[src/sv/rdd_pkg.sv]
// Shared types and codes for the ring deque with delete.
// No dependencies; imported by rdd_out_reg and ring_deque_with_delete_core.
package rdd_pkg;

  // Action codes carried on the input tuser
  typedef enum logic [1:0] {
    ACT_PUSH   = 2'd0,
    ACT_POP    = 2'd1,
    ACT_TAKE   = 2'd2,
    ACT_DELETE = 2'd3
  } action_e;

  // Result status codes carried on the output tuser
  typedef enum logic [1:0] {
    STAT_OK        = 2'd0,
    STAT_FULL      = 2'd1,
    STAT_EMPTY     = 2'd2,
    STAT_NOT_FOUND = 2'd3
  } status_e;

  // Controller states
  typedef enum logic [1:0] {
    S_IDLE = 2'd0,
    S_READ = 2'd1,
    S_DEL  = 2'd2,
    S_FIN  = 2'd3
  } state_e;

  localparam int VALUE_W = 32;
  localparam int FILL_W  = 5;

  // One result as it travels to the output register
  typedef struct packed {
    status_e              status;
    logic [VALUE_W-1:0]   value;
    logic [FILL_W-1:0]    fill;
  } result_t;

endpackage

[src/sv/rdd_ram.sv]
// Generic simple dual-port RAM: one write port, one registered read port.
// No dependencies.
module rdd_ram #(
  parameter int WIDTH = 32,
  parameter int DEPTH = 16
) (
  input  logic                     clk_i,
  input  logic                     we_i,
  input  logic [$clog2(DEPTH)-1:0] waddr_i,
  input  logic [WIDTH-1:0]         wdata_i,
  input  logic                     re_i,
  input  logic [$clog2(DEPTH)-1:0] raddr_i,
  output logic [WIDTH-1:0]         rdata_o
);

  logic [WIDTH-1:0] mem_q [DEPTH];
  logic [WIDTH-1:0] rdata_q;

  // write port
  always_ff @(posedge clk_i) begin
    if (we_i) begin
      mem_q[waddr_i] <= wdata_i;
    end
  end

  // read port, data holds while no read is issued
  always_ff @(posedge clk_i) begin
    if (re_i) begin
      rdata_q <= mem_q[raddr_i];
    end
  end

  assign rdata_o = rdata_q;

endmodule

[src/sv/rdd_out_reg.sv]
// Output register of the ring deque: holds one result until the sink takes it.
// Depends on rdd_pkg for the result type.
module rdd_out_reg
  import rdd_pkg::*;
(
  input  logic    clk_i,
  input  logic    rst_ni,
  input  logic    load_i,
  input  result_t res_i,
  output logic    free_o,
  output logic    valid_o,
  input  logic    ready_i,
  output result_t res_o
);

  logic    valid_q, valid_d;
  result_t res_q;

  // slot can take a new result when empty or drained this cycle
  assign free_o = !valid_q || ready_i;

  always_comb begin
    valid_d = valid_q;
    if (load_i) begin
      valid_d = 1'b1;
    end else if (ready_i) begin
      valid_d = 1'b0;
    end
  end

  always_ff @(posedge clk_i or negedge rst_ni) begin
    if (!rst_ni) begin
      valid_q <= 1'b0;
    end else begin
      valid_q <= valid_d;
    end
  end

  always_ff @(posedge clk_i) begin
    if (load_i) begin
      res_q <= res_i;
    end
  end

  assign valid_o = valid_q;
  assign res_o   = res_q;

endmodule

[src/sv/ring_deque_with_delete_core.sv]
// Ring deque with delete: push, pop newest, take oldest, delete by key.
// Push, failed actions and empty delete load the output register at the transfer, valid
// in the cycle after; pop and take pass the RAM read register and S_READ, delete S_DEL and
// S_FIN, then the output register. Push: one per cycle while the output is free; pop and
// take stall input in S_READ; delete walks stored items through the RAM read port, one a cycle.
// Reset clears count and pointers; RAM contents are undefined until written.
module ring_deque_with_delete_core
  import rdd_pkg::*;
#(
  parameter int DEPTH      = 16,
  parameter int ITEM_WIDTH = 32
) (
  input  logic        clk_i,
  input  logic        rst_ni,
  input  logic        s_axis_tvalid,
  output logic        s_axis_tready,
  input  logic [31:0] s_axis_tdata,   // [31:0] item_value
  input  logic [1:0]  s_axis_tuser,   // [1:0] action
  output logic        m_axis_tvalid,
  input  logic        m_axis_tready,
  output logic [39:0] m_axis_tdata,   // [31:0] read_value, [36:32] fill_count, rest zero
  output logic [1:0]  m_axis_tuser    // [1:0] status
);

  localparam int PTR_W = $clog2(DEPTH);
  localparam int CNT_W = $clog2(DEPTH + 1);

  function automatic logic [PTR_W-1:0] step_up(input logic [PTR_W-1:0] p);
    return (p == PTR_W'(DEPTH - 1)) ? '0 : p + 1'b1;
  endfunction

  function automatic logic [PTR_W-1:0] step_down(input logic [PTR_W-1:0] p);
    return (p == '0) ? PTR_W'(DEPTH - 1) : p - 1'b1;
  endfunction

  state_e                 state_q, state_d;
  logic [CNT_W-1:0]       cnt_q, cnt_d;
  logic [PTR_W-1:0]       newest_q, newest_d;
  logic [PTR_W-1:0]       oldest_q, oldest_d;
  logic [CNT_W-1:0]       rem_q, rem_d;
  logic [CNT_W-1:0]       kept_q, kept_d;
  logic [CNT_W-1:0]       before_q, before_d;
  logic                   pend_q, pend_d;
  logic [ITEM_WIDTH-1:0]  key_q, key_d;

  logic                   ram_we, ram_re;
  logic [PTR_W-1:0]       ram_waddr, ram_raddr;
  logic [ITEM_WIDTH-1:0]  ram_wdata, ram_rdata;

  logic                   out_free, out_load;
  result_t                out_res, out_q;

  logic                   accept;
  logic                   issue;
  logic [ITEM_WIDTH-1:0]  item_w;
  action_e                act;

  assign item_w        = ITEM_WIDTH'(s_axis_tdata);
  assign act           = action_e'(s_axis_tuser);
  assign s_axis_tready = (state_q == S_IDLE) && out_free;
  assign accept        = s_axis_tvalid && s_axis_tready;

  // controller: next state, pointer updates, RAM accesses, result load
  always_comb begin
    state_d    = state_q;
    cnt_d      = cnt_q;
    newest_d   = newest_q;
    oldest_d   = oldest_q;
    rem_d      = rem_q;
    kept_d     = kept_q;
    before_d   = before_q;
    pend_d     = 1'b0;
    key_d      = key_q;
    ram_we     = 1'b0;
    ram_waddr  = newest_q;
    ram_wdata  = item_w;
    ram_re     = 1'b0;
    ram_raddr  = oldest_q;
    out_load   = 1'b0;
    out_res.status = STAT_OK;
    out_res.value  = '0;
    issue      = 1'b0;

    case (state_q)
      S_IDLE: begin
        if (accept) begin
          case (act)
            ACT_PUSH: begin
              out_load = 1'b1;
              if (cnt_q == CNT_W'(DEPTH)) begin
                out_res.status = STAT_FULL;
              end else begin
                ram_we   = 1'b1;
                newest_d = step_up(newest_q);
                cnt_d    = cnt_q + 1'b1;
              end
            end
            ACT_POP: begin
              if (cnt_q == '0) begin
                out_load       = 1'b1;
                out_res.status = STAT_EMPTY;
              end else begin
                ram_re    = 1'b1;
                ram_raddr = step_down(newest_q);
                newest_d  = step_down(newest_q);
                cnt_d     = cnt_q - 1'b1;
                state_d   = S_READ;
              end
            end
            ACT_TAKE: begin
              if (cnt_q == '0) begin
                out_load       = 1'b1;
                out_res.status = STAT_EMPTY;
              end else begin
                ram_re    = 1'b1;
                ram_raddr = oldest_q;
                oldest_d  = step_up(oldest_q);
                cnt_d     = cnt_q - 1'b1;
                state_d   = S_READ;
              end
            end
            ACT_DELETE: begin
              if (cnt_q == '0) begin
                out_load       = 1'b1;
                out_res.status = STAT_NOT_FOUND;
              end else begin
                key_d    = item_w;
                rem_d    = cnt_q;
                before_d = cnt_q;
                kept_d   = '0;
                state_d  = S_DEL;
              end
            end
            default: begin
              out_load = 1'b1;
            end
          endcase
        end
      end

      // read data of pop or take is on the RAM output now
      S_READ: begin
        if (out_free) begin
          out_load      = 1'b1;
          out_res.value = VALUE_W'(ram_rdata);
          state_d       = S_IDLE;
        end
      end

      // walk: read oldest, compare in the following cycle, write survivors at newest
      S_DEL: begin
        issue = (rem_q != '0);
        if (issue) begin
          ram_re    = 1'b1;
          ram_raddr = oldest_q;
          oldest_d  = step_up(oldest_q);
          rem_d     = rem_q - 1'b1;
        end
        pend_d = issue;
        if (pend_q && (ram_rdata != key_q)) begin
          ram_we    = 1'b1;
          ram_waddr = newest_q;
          ram_wdata = ram_rdata;
          newest_d  = step_up(newest_q);
          kept_d    = kept_q + 1'b1;
        end
        if (!issue && pend_q) begin
          cnt_d   = kept_d;
          state_d = S_FIN;
        end
      end

      S_FIN: begin
        if (out_free) begin
          out_load       = 1'b1;
          out_res.status = (cnt_q < before_q) ? STAT_OK : STAT_NOT_FOUND;
          state_d        = S_IDLE;
        end
      end

      default: begin
        state_d = S_IDLE;
      end
    endcase

    out_res.fill = FILL_W'(cnt_d);
  end

  // control state
  always_ff @(posedge clk_i or negedge rst_ni) begin
    if (!rst_ni) begin
      state_q  <= S_IDLE;
      cnt_q    <= '0;
      newest_q <= '0;
      oldest_q <= '0;
      rem_q    <= '0;
      kept_q   <= '0;
      pend_q   <= 1'b0;
    end else begin
      state_q  <= state_d;
      cnt_q    <= cnt_d;
      newest_q <= newest_d;
      oldest_q <= oldest_d;
      rem_q    <= rem_d;
      kept_q   <= kept_d;
      pend_q   <= pend_d;
    end
  end

  // delete operands
  always_ff @(posedge clk_i) begin
    key_q    <= key_d;
    before_q <= before_d;
  end

  rdd_ram #(
    .WIDTH (ITEM_WIDTH),
    .DEPTH (DEPTH)
  ) u_store (
    .clk_i   (clk_i),
    .we_i    (ram_we),
    .waddr_i (ram_waddr),
    .wdata_i (ram_wdata),
    .re_i    (ram_re),
    .raddr_i (ram_raddr),
    .rdata_o (ram_rdata)
  );

  rdd_out_reg u_out (
    .clk_i   (clk_i),
    .rst_ni  (rst_ni),
    .load_i  (out_load),
    .res_i   (out_res),
    .free_o  (out_free),
    .valid_o (m_axis_tvalid),
    .ready_i (m_axis_tready),
    .res_o   (out_q)
  );

  assign m_axis_tdata = {3'b000, out_q.fill, out_q.value};
  assign m_axis_tuser = out_q.status;

endmodule
[config.mk]
export PLATFORM = sky130hd
export DESIGN_NAME = ring_deque_with_delete_core
export DESIGN_NICKNAME = d
export VERILOG_FILES = /design/src/sv/rdd_pkg.sv /design/src/sv/rdd_ram.sv /design/src/sv/rdd_out_reg.sv /design/src/sv/ring_deque_with_delete_core.sv
export SDC_FILE = /design/constraint.sdc
export NUM_CORES = 1
export LEC_CHECK = 0
export BUFFER_PORTS_ARGS = -buffer_cell sky130_fd_sc_hd__buf_4
export CAP_MARGIN = 20
export CORE_MARGIN = 2
export CORE_UTILIZATION = 65
export DETAILED_ROUTE_END_ITERATION = 7
export GPL_TIMING_DRIVEN = 1
export PLACE_DENSITY_LB_ADDON = 0.1
export SYNTH_ARGS = -nofsm -noshare
export SYNTH_HDL_FRONTEND = slang
export SYNTH_SLANG_ARGS = --single-unit
[constraint.sdc]
create_clock -name clk_i -period 6.2 [get_ports clk_i]
set_input_delay 0.31 -clock clk_i [delete_from_list [all_inputs] [get_ports clk_i]]
set_output_delay 0.31 -clock clk_i [all_outputs]
set_load 0.01 [all_outputs]
==> results.toml, run 1 <==
[status]
status = "finished clean"

[sta]
slew_headroom = 0.2977
report.final.slew_viol_count = 0
finalSetupViolCount = 0
max_freq_mhz = 229.5
fin_setup_tns_ns = 0
layout_setup_ws_ns = 1.843
rsz0062_at_grt = "false"
tightest_slew_ns = 1.054
hold_viol_final = 0
finClkSkew_ns = 0.01769
final.period_utilization = 0.7028
finalCriticalPeriod_ns = 4.357

[logic_synthesis]
syn-cell-area_um2 = 26570
async_flop_share = 0.04173
netlist_instances = 1887
ys_seq_elements = 647
synth.distinct_cells = 55
ys_warn_count = 0
ys.flop_type = "edfxtp_1"
synth-edff-count = 620
yosysSeqAreaShare = 0.7261
synth.avg_cell_area_um2 = 14.08

[layout]
layout.nets = 2044
fill_cells = 2551
drive_above_1_share = 0.1297
antennaDiodeCount = 0
area_growth_pct = 12.45

[global_routing]
antenna_found_initial = 1
gr-total-overflow = 0
grt.total_usage = 0.3122
global_route.usage.met1 = 0.4439
grt.met3_usage = 0.05219
grt_pass1_vias = 15700
grtUsageMet2 = 0.4873
grt_pass1_wl_um = 96040
grt_start_max_net_pins = 203
grt_busiest_layer = "met2"

[setup_path]
arrival_ns = 4.70
cp-end-kind = "register"
critical_path_class = "register to register"
path_max_fanout = 24
startpoint_type = "register"
cp.required_ns = 6.55

[cts]
clkTransAtPathRegs_ns = 0.06
worstSkewPairLatency_ns = 0.60
cts_resized = 0
clock_sinks = 647
tritoncts = "done"
h-tree-depth = 3
clockRootBuffer = "clkbuf_16"
cts_buffer_depth = 3
numCtsBuffers = 66
cts_hold_buf = 33
cts_setup_buffers = 0

[place]
gp_congestion = 0.9144
hpwl_um = 33780
dp_slack_ns = 1.875
port_buffers = 78

[power_and_ir_drop]
leakage_nw = 10.47
p_per_area_nw_per_um2 = 482.0
peakVddDrop_mv = 0.4330

[floorplanning]
core_area_um2 = 40550
die_h_um = 206.2
die_area_um2 = 42510
rows = 74
die_x_um = 206.2
start_util = 0.6552
io_pins = 82

[worst_hold_path]
hold_path_class = "input port to asynchronous set/reset pin"

[route]
ant_nets = 0
via_per_inst = 6.452
num_vias = 16520
first_pass_iters = 6
drt_iter0_drc = 2056
wl_per_cell_um = 25.52
drc = 0
drt_wl_total_um = 65340

[job]
maxCapViolCount = 0
-- Yosys cell counts (all sizes together) (4+ instances only) --
cell / n / area (um^2)
and4: 4 / 35.03
a21o: 36 / 270.3
nand4: 13 / 81.33
nand2: 421 / 1583
nor4: 5 / 46.29
and3: 41 / 256.5
nor2: 22 / 82.58
ha: 25 / 312.8
a21oi: 151 / 755.7
o21ai: 28 / 140.1
dfrtp: 27 / 675.7
a32o: 64 / 640.6
a311o: 32 / 320.3
nor3: 5 / 25.02
clkbuf: 38 / 142.6
and2: 6 / 37.54
inv: 19 / 71.32
a311oi: 32 / 280.3
o211ai: 4 / 30.03
o22ai: 38 / 237.7
nor2b: 5 / 31.28
xnor2: 35 / 306.5
nand3: 44 / 220.2
edfxtp: 620 / 18620
mux2i: 11 / 117.6
buf: 84 / 521.8
mux2: 36 / 409.1
nand2b: 6 / 37.54
-- final timing paths --
| check | cells past startpoint | to | startpoint | slack [ns] |
|---|---|---|---|---|
| max | 9 | u_store.rdata_o[29]$_DFFE_PP_ | state_q[1]$_DFFE_PN0P_ | 1.84 |
| min in group clk_i | 3 | u_out.valid_o$_DFFE_PN0P_ | m_axis_tready | 0.29 |
| max reg2reg | 9 | u_store.rdata_o[29]$_DFFE_PP_ | state_q[1]$_DFFE_PN0P_ | 1.84 |
| min | 2 | rem_q[4]$_DFFE_PN0P_ | rst_ni | 0.18 |
| min reg2reg | 1 | oldest_q[3]$_DFFE_PN0P_ | oldest_q[3]$_DFFE_PN0P_ | 0.52 |
| max in group asynchronous | 2 | newest_q[0]$_DFFE_PN0P_ | rst_ni | 5.74 |
-- metrics by stage --
stage / total power, mW / cell area [um^2] / cells / util / hold WS, ns
finish: 14.40 / 29880 / 2560 / 0.7368 / 0.1784
CTS: 14.37 / 29850 / 2559 / 0.7361 / 0.1768
detailed placement: 10.70 / 27570 / 2411 / 0.6799 / 0.2539
global route: 15.05 / 29880 / 2560 / 0.7368 / 0.2213
global placement: 10.55 / 27570 / 2411 / 0.6799 / 0.2509
floorplan: 9.288 / 26580 / 1889 / - / 0.01441
-- report_power, final --
group,internal [mW],switching [mW]
combinational,1.68,3.07
sequential,5.63,0.342
clock,2.09,1.59
-- final cells by class --
cell class / instances / area [um^2] / share of cell area
Sequential cell: 647 / 19290 / 0.6457
Timing Repair Buffer: 146 / 1249 / 0.04179
Tap cell: 532 / 665.6 / 0.02228
Multi-Input combinational cell: 1101 / 6653 / 0.2226
Clock buffer: 95 / 1824 / 0.06105
Inverter: 19 / 71.32 / 0.002387
Clock inverter: 20 / 125.1 / 0.004187
-- logic make-up after synthesis --
family,Yosys count,share of synthesized area
flip-flops,647,0.7261
AND/OR/NAND/NOR,586,0.09620
AO/OA/AOI/OAI,402,0.1058
buffers and inverters,141,0.02769
multiplexers,47,0.01982
XOR/XNOR,38,0.01253
adder cells (fa/ha/maj),25,0.01177
other,1,0.0001411
-- state kept, by name, summed over array words and instances (netlist names) --
name             count
cnt_q                5
kept_q               5
u_out.res_o         39
newest_q             4
u_store.rdata_o     32
oldest_q             4
u_out.valid_o        1
rem_q                5
key_q               32
pend_q               1
u_store.mem_q      512
state_q              2
before_q             5
-- layer usage --
layer	part of all wire	wire length, um
met5	0.00017	11
met2	0.47	30750
met4	0.036	2382
met3	0.095	6205
met1	0.40	25990
-- cell usage in the layout, fill, tap and decap left out, drive strengths merged, types with 22 or more instances in the layout --
cell type	instances
and3	41
ha	25
mux2	36
xnor2	35
o22ai	38
a32o	64
dlygate4sd3	33
a21oi	151
a21o	36
a311o	32
nor2	22
nand3	44
nand2	421
a311oi	32
edfxtp	620
o21ai	28
clkbuf	95
dfrtp	27
buf	113
-- worst max-delay path, stage by stage, from the launching register on --
cell and delay, ns:
dfrtp_1 0.40, inv_1 0.11, ha_1 0.58, nand2_2 0.19, nor4_4 0.62, mux2i_1 0.56, nand2b_2 0.82, buf_4 0.35
o22ai_1 0.12, a311o_1 0.34
(Power assumes the default switching activity.)
==> run 2: changes to the inputs <==
--- a/config.mk
+++ b/config.mk
@@ -5,10 +5,11 @@
 export SDC_FILE = /design/constraint.sdc
 export NUM_CORES = 1
 export LEC_CHECK = 0
+export ABC_AREA = 1
 export BUFFER_PORTS_ARGS = -buffer_cell sky130_fd_sc_hd__buf_4
 export CAP_MARGIN = 20
 export CORE_MARGIN = 2
-export CORE_UTILIZATION = 65
+export CORE_UTILIZATION = 62
 export DETAILED_ROUTE_END_ITERATION = 7
 export GPL_TIMING_DRIVEN = 1
 export PLACE_DENSITY_LB_ADDON = 0.1
==> constraint.sdc (replaced) <==
create_clock -name clk_i -period 4.4 [get_ports clk_i]
set_input_delay 0.22 -clock clk_i [delete_from_list [all_inputs] [get_ports clk_i]]
set_output_delay 0.22 -clock clk_i [all_outputs]
set_load 0.01 [all_outputs]
==> run 2 against run 1 <==
Count of clock-buffer cells in the layout down 14. Critical endpoint is now u_store.rdata_o[15]$_DFFE_PP_. Core utilization down 2.3 points. Synthesized cell count up 50%. Final cell count increased by 41%. Power grew 45%. Synthesized area rose by 9.1%.
==> results.toml, run 2 <==
[route]
drt_iter0_drc = 2467
ant_nets = 0
via_per_inst = 5.619
wl_per_cell_um = 20.63
drt_wl_total_um = 74460
first_pass_iters = 5
drc = 0
num_vias = 20280

[worst_hold_path]
hold_path_class = "input port to asynchronous set/reset pin"

[cts]
numCtsBuffers = 67
cts_buffer_depth = 3
worstSkewPairLatency_ns = 0.60
clockRootBuffer = "clkbuf_16"
tritoncts = "done"
h-tree-depth = 3
cts_setup_buffers = 0
cts_resized = 0
clkTransAtPathRegs_ns = 0.06
clock_sinks = 647

[logic_synthesis]
ys_warn_count = 0
synth.avg_cell_area_um2 = 10.27
synth-edff-count = 620
synth.most_common_cell = "nand2_1"
yosysSeqAreaShare = 0.6655
netlist_instances = 2823
async_flop_share = 0.04173
synth.distinct_cells = 36
synth.area.top_cells = "edfxtp_1 64%, nand3_1 9.4%, nand2_1 8.2%, inv_1 7.8%, dfrtp_1 2.3%"
ys_seq_elements = 647
netlist_top_cells_count = "637 x nand2_1, 620 x edfxtp_1, 605 x inv_1, 543 x nand3_1, 90 x buf_2"
syn-cell-area_um2 = 28990
synth.largest_area_cell = "edfxtp_1"
ys.flop_type = "edfxtp_1"
synth.top_cell.area_share = 0.6422

[status]
status = "finished clean"

[layout]
regMostFlops = "u_store.mem_q"
antennaDiodeCount = 0
final_cell_mix = "635 x nand2_1, 620 x edfxtp_1, 605 x inv_1"
largest_reg_flops = 512
finalNonFillerCells = 3609
layout.nets = 3017
drive_above_1_share = 0.09527
mostFrequentLayoutCell = "nand2_1"
area_growth_pct = 14.06

[setup_path]
cp.required_ns = 4.80
slowest_stage = "buf_4"
cp_common_cell = "nand3_1"
r2r_end = "u_store.rdata_o[15]$_DFFE_PP_"
endpoint = "u_store.rdata_o[15]$_DFFE_PP_"
reg2reg_slack_ns = 0.78
critical_path_class = "register to register"
worst-path-buf-inv = 2
path_depth = 11
crit_start = "state_q[1]$_DFFE_PN0P_"
startpoint_type = "register"
arrival_ns = 4.02
cp-end-kind = "register"
path_max_fanout = 65
crit_path_cell_trace = "inv_1 > ha_1 > nand3_4 > nor2_8 > nand3_1 > nand2_4 > buf_4 > nand3_1 > nand3_1 > nand3_1 > nand2_1"
r2r_cells = 11
cp_top_family = "simple AND/OR/NAND/NOR gates"
r2r_start = "state_q[1]$_DFFE_PN0P_"
cpPeakStageDelay_ns = 0.77

[sta]
finClkSkew_ns = 0.03320
rsz0062_at_grt = "false"
max_freq_mhz = 276.2
fin_setup_tns_ns = 0
finalCriticalPeriod_ns = 3.621
slew_headroom = 0.3087
finalSetupViolCount = 0
hold_viol_final = 0
final.period_utilization = 0.8229
report.final.slew_viol_count = 0
tightest_slew_ns = 1.037

[global_routing]
grt_pass1_wl_um = 111700
gr-total-overflow = 0
grt_pass1_vias = 19300
grt.total_usage = 0.3113
antenna_found_initial = 1
grt_start_max_net_pins = 66

[floorplanning]
start_util = 0.6254
rows = 79
die_x_um = 220.2
die_area_um2 = 48510
die_h_um = 220.2
core_area_um2 = 46360
io_pins = 82

[power_and_ir_drop]
leakage_nw = 14.42
peakVddDrop_mv = 0.5925
power_mw = 20.93
p_per_area_nw_per_um2 = 633.0

[place]
hpwl_um = 41420
port_buffers = 78
gp_congestion = 0.9137
dpl.cell_count = 3459

[job]
maxCapViolCount = 0
run 2: worst min path at each step:
stage | startpoint | to | slack [ns]
6_report | rst_ni | newest_q[3]$_DFFE_PN0P_ | 0.08
2_1_floorplan | rst_ni | cnt_q[0]$_DFF_PN0_ | -0.08
5_1_grt | rst_ni | rem_q[2]$_DFFE_PN0P_ | 0.09
4_1_cts | rst_ni | newest_q[3]$_DFFE_PN0P_ | 0.08
3_5_place_dp | rst_ni | cnt_q[0]$_DFF_PN0_ | 0.16
3_3_place_gp | rst_ni | cnt_q[3]$_DFF_PN0_ | 0.16
run 2: worst reg2reg max path: stages, from the launching register on:
cell and delay [ns]:
dfrtp_1 0.40, inv_1 0.11, ha_1 0.39, nand3_4 0.21, nor2_8 0.21, nand3_1 0.15
nand2_4 0.45, buf_4 0.78, nand3_1 0.27, nand3_1 0.14, nand3_1 0.09, nand2_1 0.26
run 2: cell families after synthesis:
group | count (synthesis) | share of synthesized area
simple gates | 1280 | 0.1928
buf+inv | 735 | 0.1015
flops | 647 | 0.6655
compound gates | 98 | 0.01804
xor+xnor | 36 | 0.01088
fa+ha+maj | 25 | 0.01079
other cells | 1 | 0.0001293
mux | 1 | 0.0003453
run 2: power breakdown:
part	internal, mW	switching, mW
sequential	7.86	0.444
clock	3.20	2.29
combinational	2.14	5.00
total	13.2	7.73
run 2: metal layers:
metal | wire length, um | track usage | vias to the layer above
met4 | 2169 | 0.09821 | 0
met3 | 8121 | 0.06323 | 171
met5 | 0 | 0 | -
met1 | 30080 | 0.4324 | 9619
met2 | 34080 | 0.4990 | 1099
li1 | - | - | 9391
run 2: layout make-up:
class / instances / area [um^2]
Clock buffer: 81 / 1803
Clock inverter: 36 / 301.5
Fill cell: 3307 / 13290
Inverter: 607 / 2281
Multi-Input combinational cell: 1443 / 6962
Sequential cell: 647 / 19290
Tap cell: 607 / 759.5
Timing Repair Buffer: 188 / 1669
run 2: per-stage QoR:
step	setup WS (ns)	hold slack, ns	area [um^2]	utilization
finish	0.7791	0.07952	33070	0.7133
global route	0.6311	0.09050	33070	0.7133
CTS	0.8722	0.07513	33070	0.7133
detailed placement	0.8876	0.1603	30630	0.6608
global placement	0.9498	0.1602	30630	0.6608
floorplan	0.3732	-0.07559	29000	-
run 2: what timing repair did:
item | in CTS | in global routing
endpoints found under the setup margin | 0 | 0
hold buffers | 33 | 0
endpoints found under the hold margin | 59 | 0
==> run 3: changes to the inputs <==
--- a/config.mk
+++ b/config.mk
@@ -9,7 +9,7 @@
 export BUFFER_PORTS_ARGS = -buffer_cell sky130_fd_sc_hd__buf_4
 export CAP_MARGIN = 20
 export CORE_MARGIN = 2
-export CORE_UTILIZATION = 62
+export CORE_UTILIZATION = 56
 export DETAILED_ROUTE_END_ITERATION = 7
 export GPL_TIMING_DRIVEN = 1
 export PLACE_DENSITY_LB_ADDON = 0.1
==> constraint.sdc (replaced) <==
create_clock -name clk_i -period 3.3 [get_ports clk_i]
set_input_delay 0.165 -clock clk_i [delete_from_list [all_inputs] [get_ports clk_i]]
set_output_delay 0.165 -clock clk_i [all_outputs]
set_load 0.01 [all_outputs]
==> run 3 against run 2 <==
Sequential cell count unchanged. Worst hold slack lost 0.040 ns. Final cell count grew 3.1%. Setup slack worse by 0.54 ns. Count of clock-buffer cells in the layout increased by 10. Combinational power is 47% higher. Non-clock buffer count up 35. Largest power group unchanged.
==> results.toml, run 3 (same netlist as run 2, synthesis figures left out) <==
[cts]
numCtsBuffers = 70
cts_hold_buf = 33
clockRootBuffer = "clkbuf_16"
tritoncts = "done"
cts_resized = 0
worstSkewPairLatency_ns = 0.61
clock_sinks = 647
h-tree-depth = 3
clkTransAtPathRegs_ns = 0.06
cts_buffer_depth = 3
cts_setup_buffers = 0

[global_routing]
grt_start_max_net_pins = 76
grt_pass1_wl_um = 114000
grt.total_usage = 0.2829
global_route.usage.met1 = 0.4056
grt_busiest_layer = "met2"
grt.met3_usage = 0.04811
grtUsageMet2 = 0.4454
grt_pass1_vias = 19650
gr-total-overflow = 0
antenna_found_initial = 3

[layout]
final_cell_mix = "635 x nand2_1, 620 x edfxtp_1, 605 x inv_1"
layout.nets = 3055
largest_reg_flops = 512
fill_cells = 3891
area_growth_pct = 16.14
regMostFlops = "u_store.mem_q"
mostFrequentLayoutCell = "nand2_1"
drive_above_1_share = 0.1042
antennaDiodeCount = 0

[sta]
tightest_slew_ns = 0.6720
max_freq_mhz = 326.2
rsz0062_at_grt = "false"
finalCriticalPeriod_ns = 3.066
finClkSkew_ns = 0.02704
report.final.slew_viol_count = 0
hold_viol_final = 0
finalSetupViolCount = 0
slew_headroom = 0.5520
final.period_utilization = 0.9290
timing.hold.ws_ns = 0.03939
fin_setup_tns_ns = 0

[route]
drt_iter0_drc = 2064
via_per_inst = 5.407
wl_per_cell_um = 20.00
drt_wl_total_um = 74430
first_pass_iters = 5
drc = 0
num_vias = 20130
ant_nets = 0

[setup_path]
cp.required_ns = 3.59
cp-end-kind = "register"
reg2reg_slack_ns = 0.23
path_max_fanout = 64
r2r_cells = 14
startpoint_type = "register"
r2r_start = "cnt_q[1]$_DFF_PN0_"
critical_path_class = "register to register"
arrival_ns = 3.36
r2r_end = "u_store.rdata_o[24]$_DFFE_PP_"

[floorplanning]
die_x_um = 231.5
start_util = 0.5663
die_h_um = 231.5
io_pins = 82
rows = 83
die_area_um2 = 53610
core_area_um2 = 51200

[worst_hold_path]
hold_path_class = "input port to asynchronous set/reset pin"

[place]
port_buffers = 78
hpwl_um = 43760
gp_congestion = 0.9406

[power_and_ir_drop]
peakVddDrop_mv = 0.4770
p_per_area_nw_per_um2 = 852.5
leakage_nw = 14.68

[job]
maxCapViolCount = 0

[status]
status = "finished clean"
==> run 3: cell types whose count changed in the layout (fill, tap and decap cells not counted), moves of 2 or more <==
cell       before  now
buf_4         141  160
clkinv_2       15    9
clkbuf_1       10   17
buf_12         14   29
bufinv_16       5    2
clkbuf_16      70   74
clkinv_1       14   16
==> run 3: critical path, stage by stage, from the launching register on <==
cell     delay [ns]
dfrtp_1        0.50
inv_1          0.16
ha_1           0.28
nand2_4        0.10
nor2_8         0.20
nor2_8         0.08
nand2_8        0.10
nand2_2        0.16
nand2_8        0.26
buf_12         0.31
nand2_1        0.08
nand3_1        0.09
nand3_1        0.08
nand3_1        0.10
nand2_1        0.20
==> run 3: final cells by class <==
| cell class | count | area [um^2] | area share |
|---|---|---|---|
| multi-input cells | 1443 | 6975 | 0.2072 |
| well taps | 680 | 850.8 | 0.02527 |
| inverters | 607 | 2281 | 0.06774 |
| repair buffers | 223 | 2140 | 0.06354 |
| clock inverters | 31 | 215.2 | 0.006391 |
| flip-flops and latches | 647 | 19290 | 0.5730 |
| clock buffers | 91 | 1916 | 0.05689 |
==> run 3: how the worst max path moves through the flow <==
stage | start | to | slack (ns) | depth (start not counted)
after floorplan | u_store.rdata_o[17]$_DFFE_PP_ | u_store.mem_q[10][0]$_DFFE_PP_ | 0.06 | 13
after global placement | cnt_q[1]$_DFF_PN0_ | u_store.rdata_o[24]$_DFFE_PP_ | 0.34 | 14
after detailed placement | u_store.rdata_o[9]$_DFFE_PP_ | u_store.mem_q[10][24]$_DFFE_PP_ | 0.22 | 13
after CTS | u_store.rdata_o[9]$_DFFE_PP_ | u_store.mem_q[10][5]$_DFFE_PP_ | 0.21 | 13
after global routing | state_q[0]$_DFFE_PN0P_ | u_store.rdata_o[20]$_DFFE_PP_ | 0.05 | 14
final | cnt_q[1]$_DFF_PN0_ | u_store.rdata_o[24]$_DFFE_PP_ | 0.23 | 14
==> run 3: per-stage QoR <==
step           power, mW  setup slack (ns)    util  cell area (um^2)  cells
5_1_grt            30.15           0.04839  0.6577             33670   3722
3_5_place_dp       21.27            0.2185  0.6096             31210   3567
4_1_cts            28.69            0.2050  0.6577             33670   3722
2_1_floorplan      17.23           0.06350       -             29010   2825
6_report           28.70            0.2344  0.6577             33670   3722
3_3_place_gp       21.06            0.3363  0.6091             31180   3566
==> run 3: layer usage <==
layer / routed length [um] / part of all wire
met5: 0 / 0
met3: 6714 / 0.090
met4: 1602 / 0.022
met1: 32150 / 0.43
met2: 33970 / 0.46
==> run 3: power breakdown <==
group          leakage (nW)  internal (mW)  switching (mW)
registers              5.97           10.5           0.397
clock network          1.04           4.25            3.14
logic                  7.67           3.32            7.13
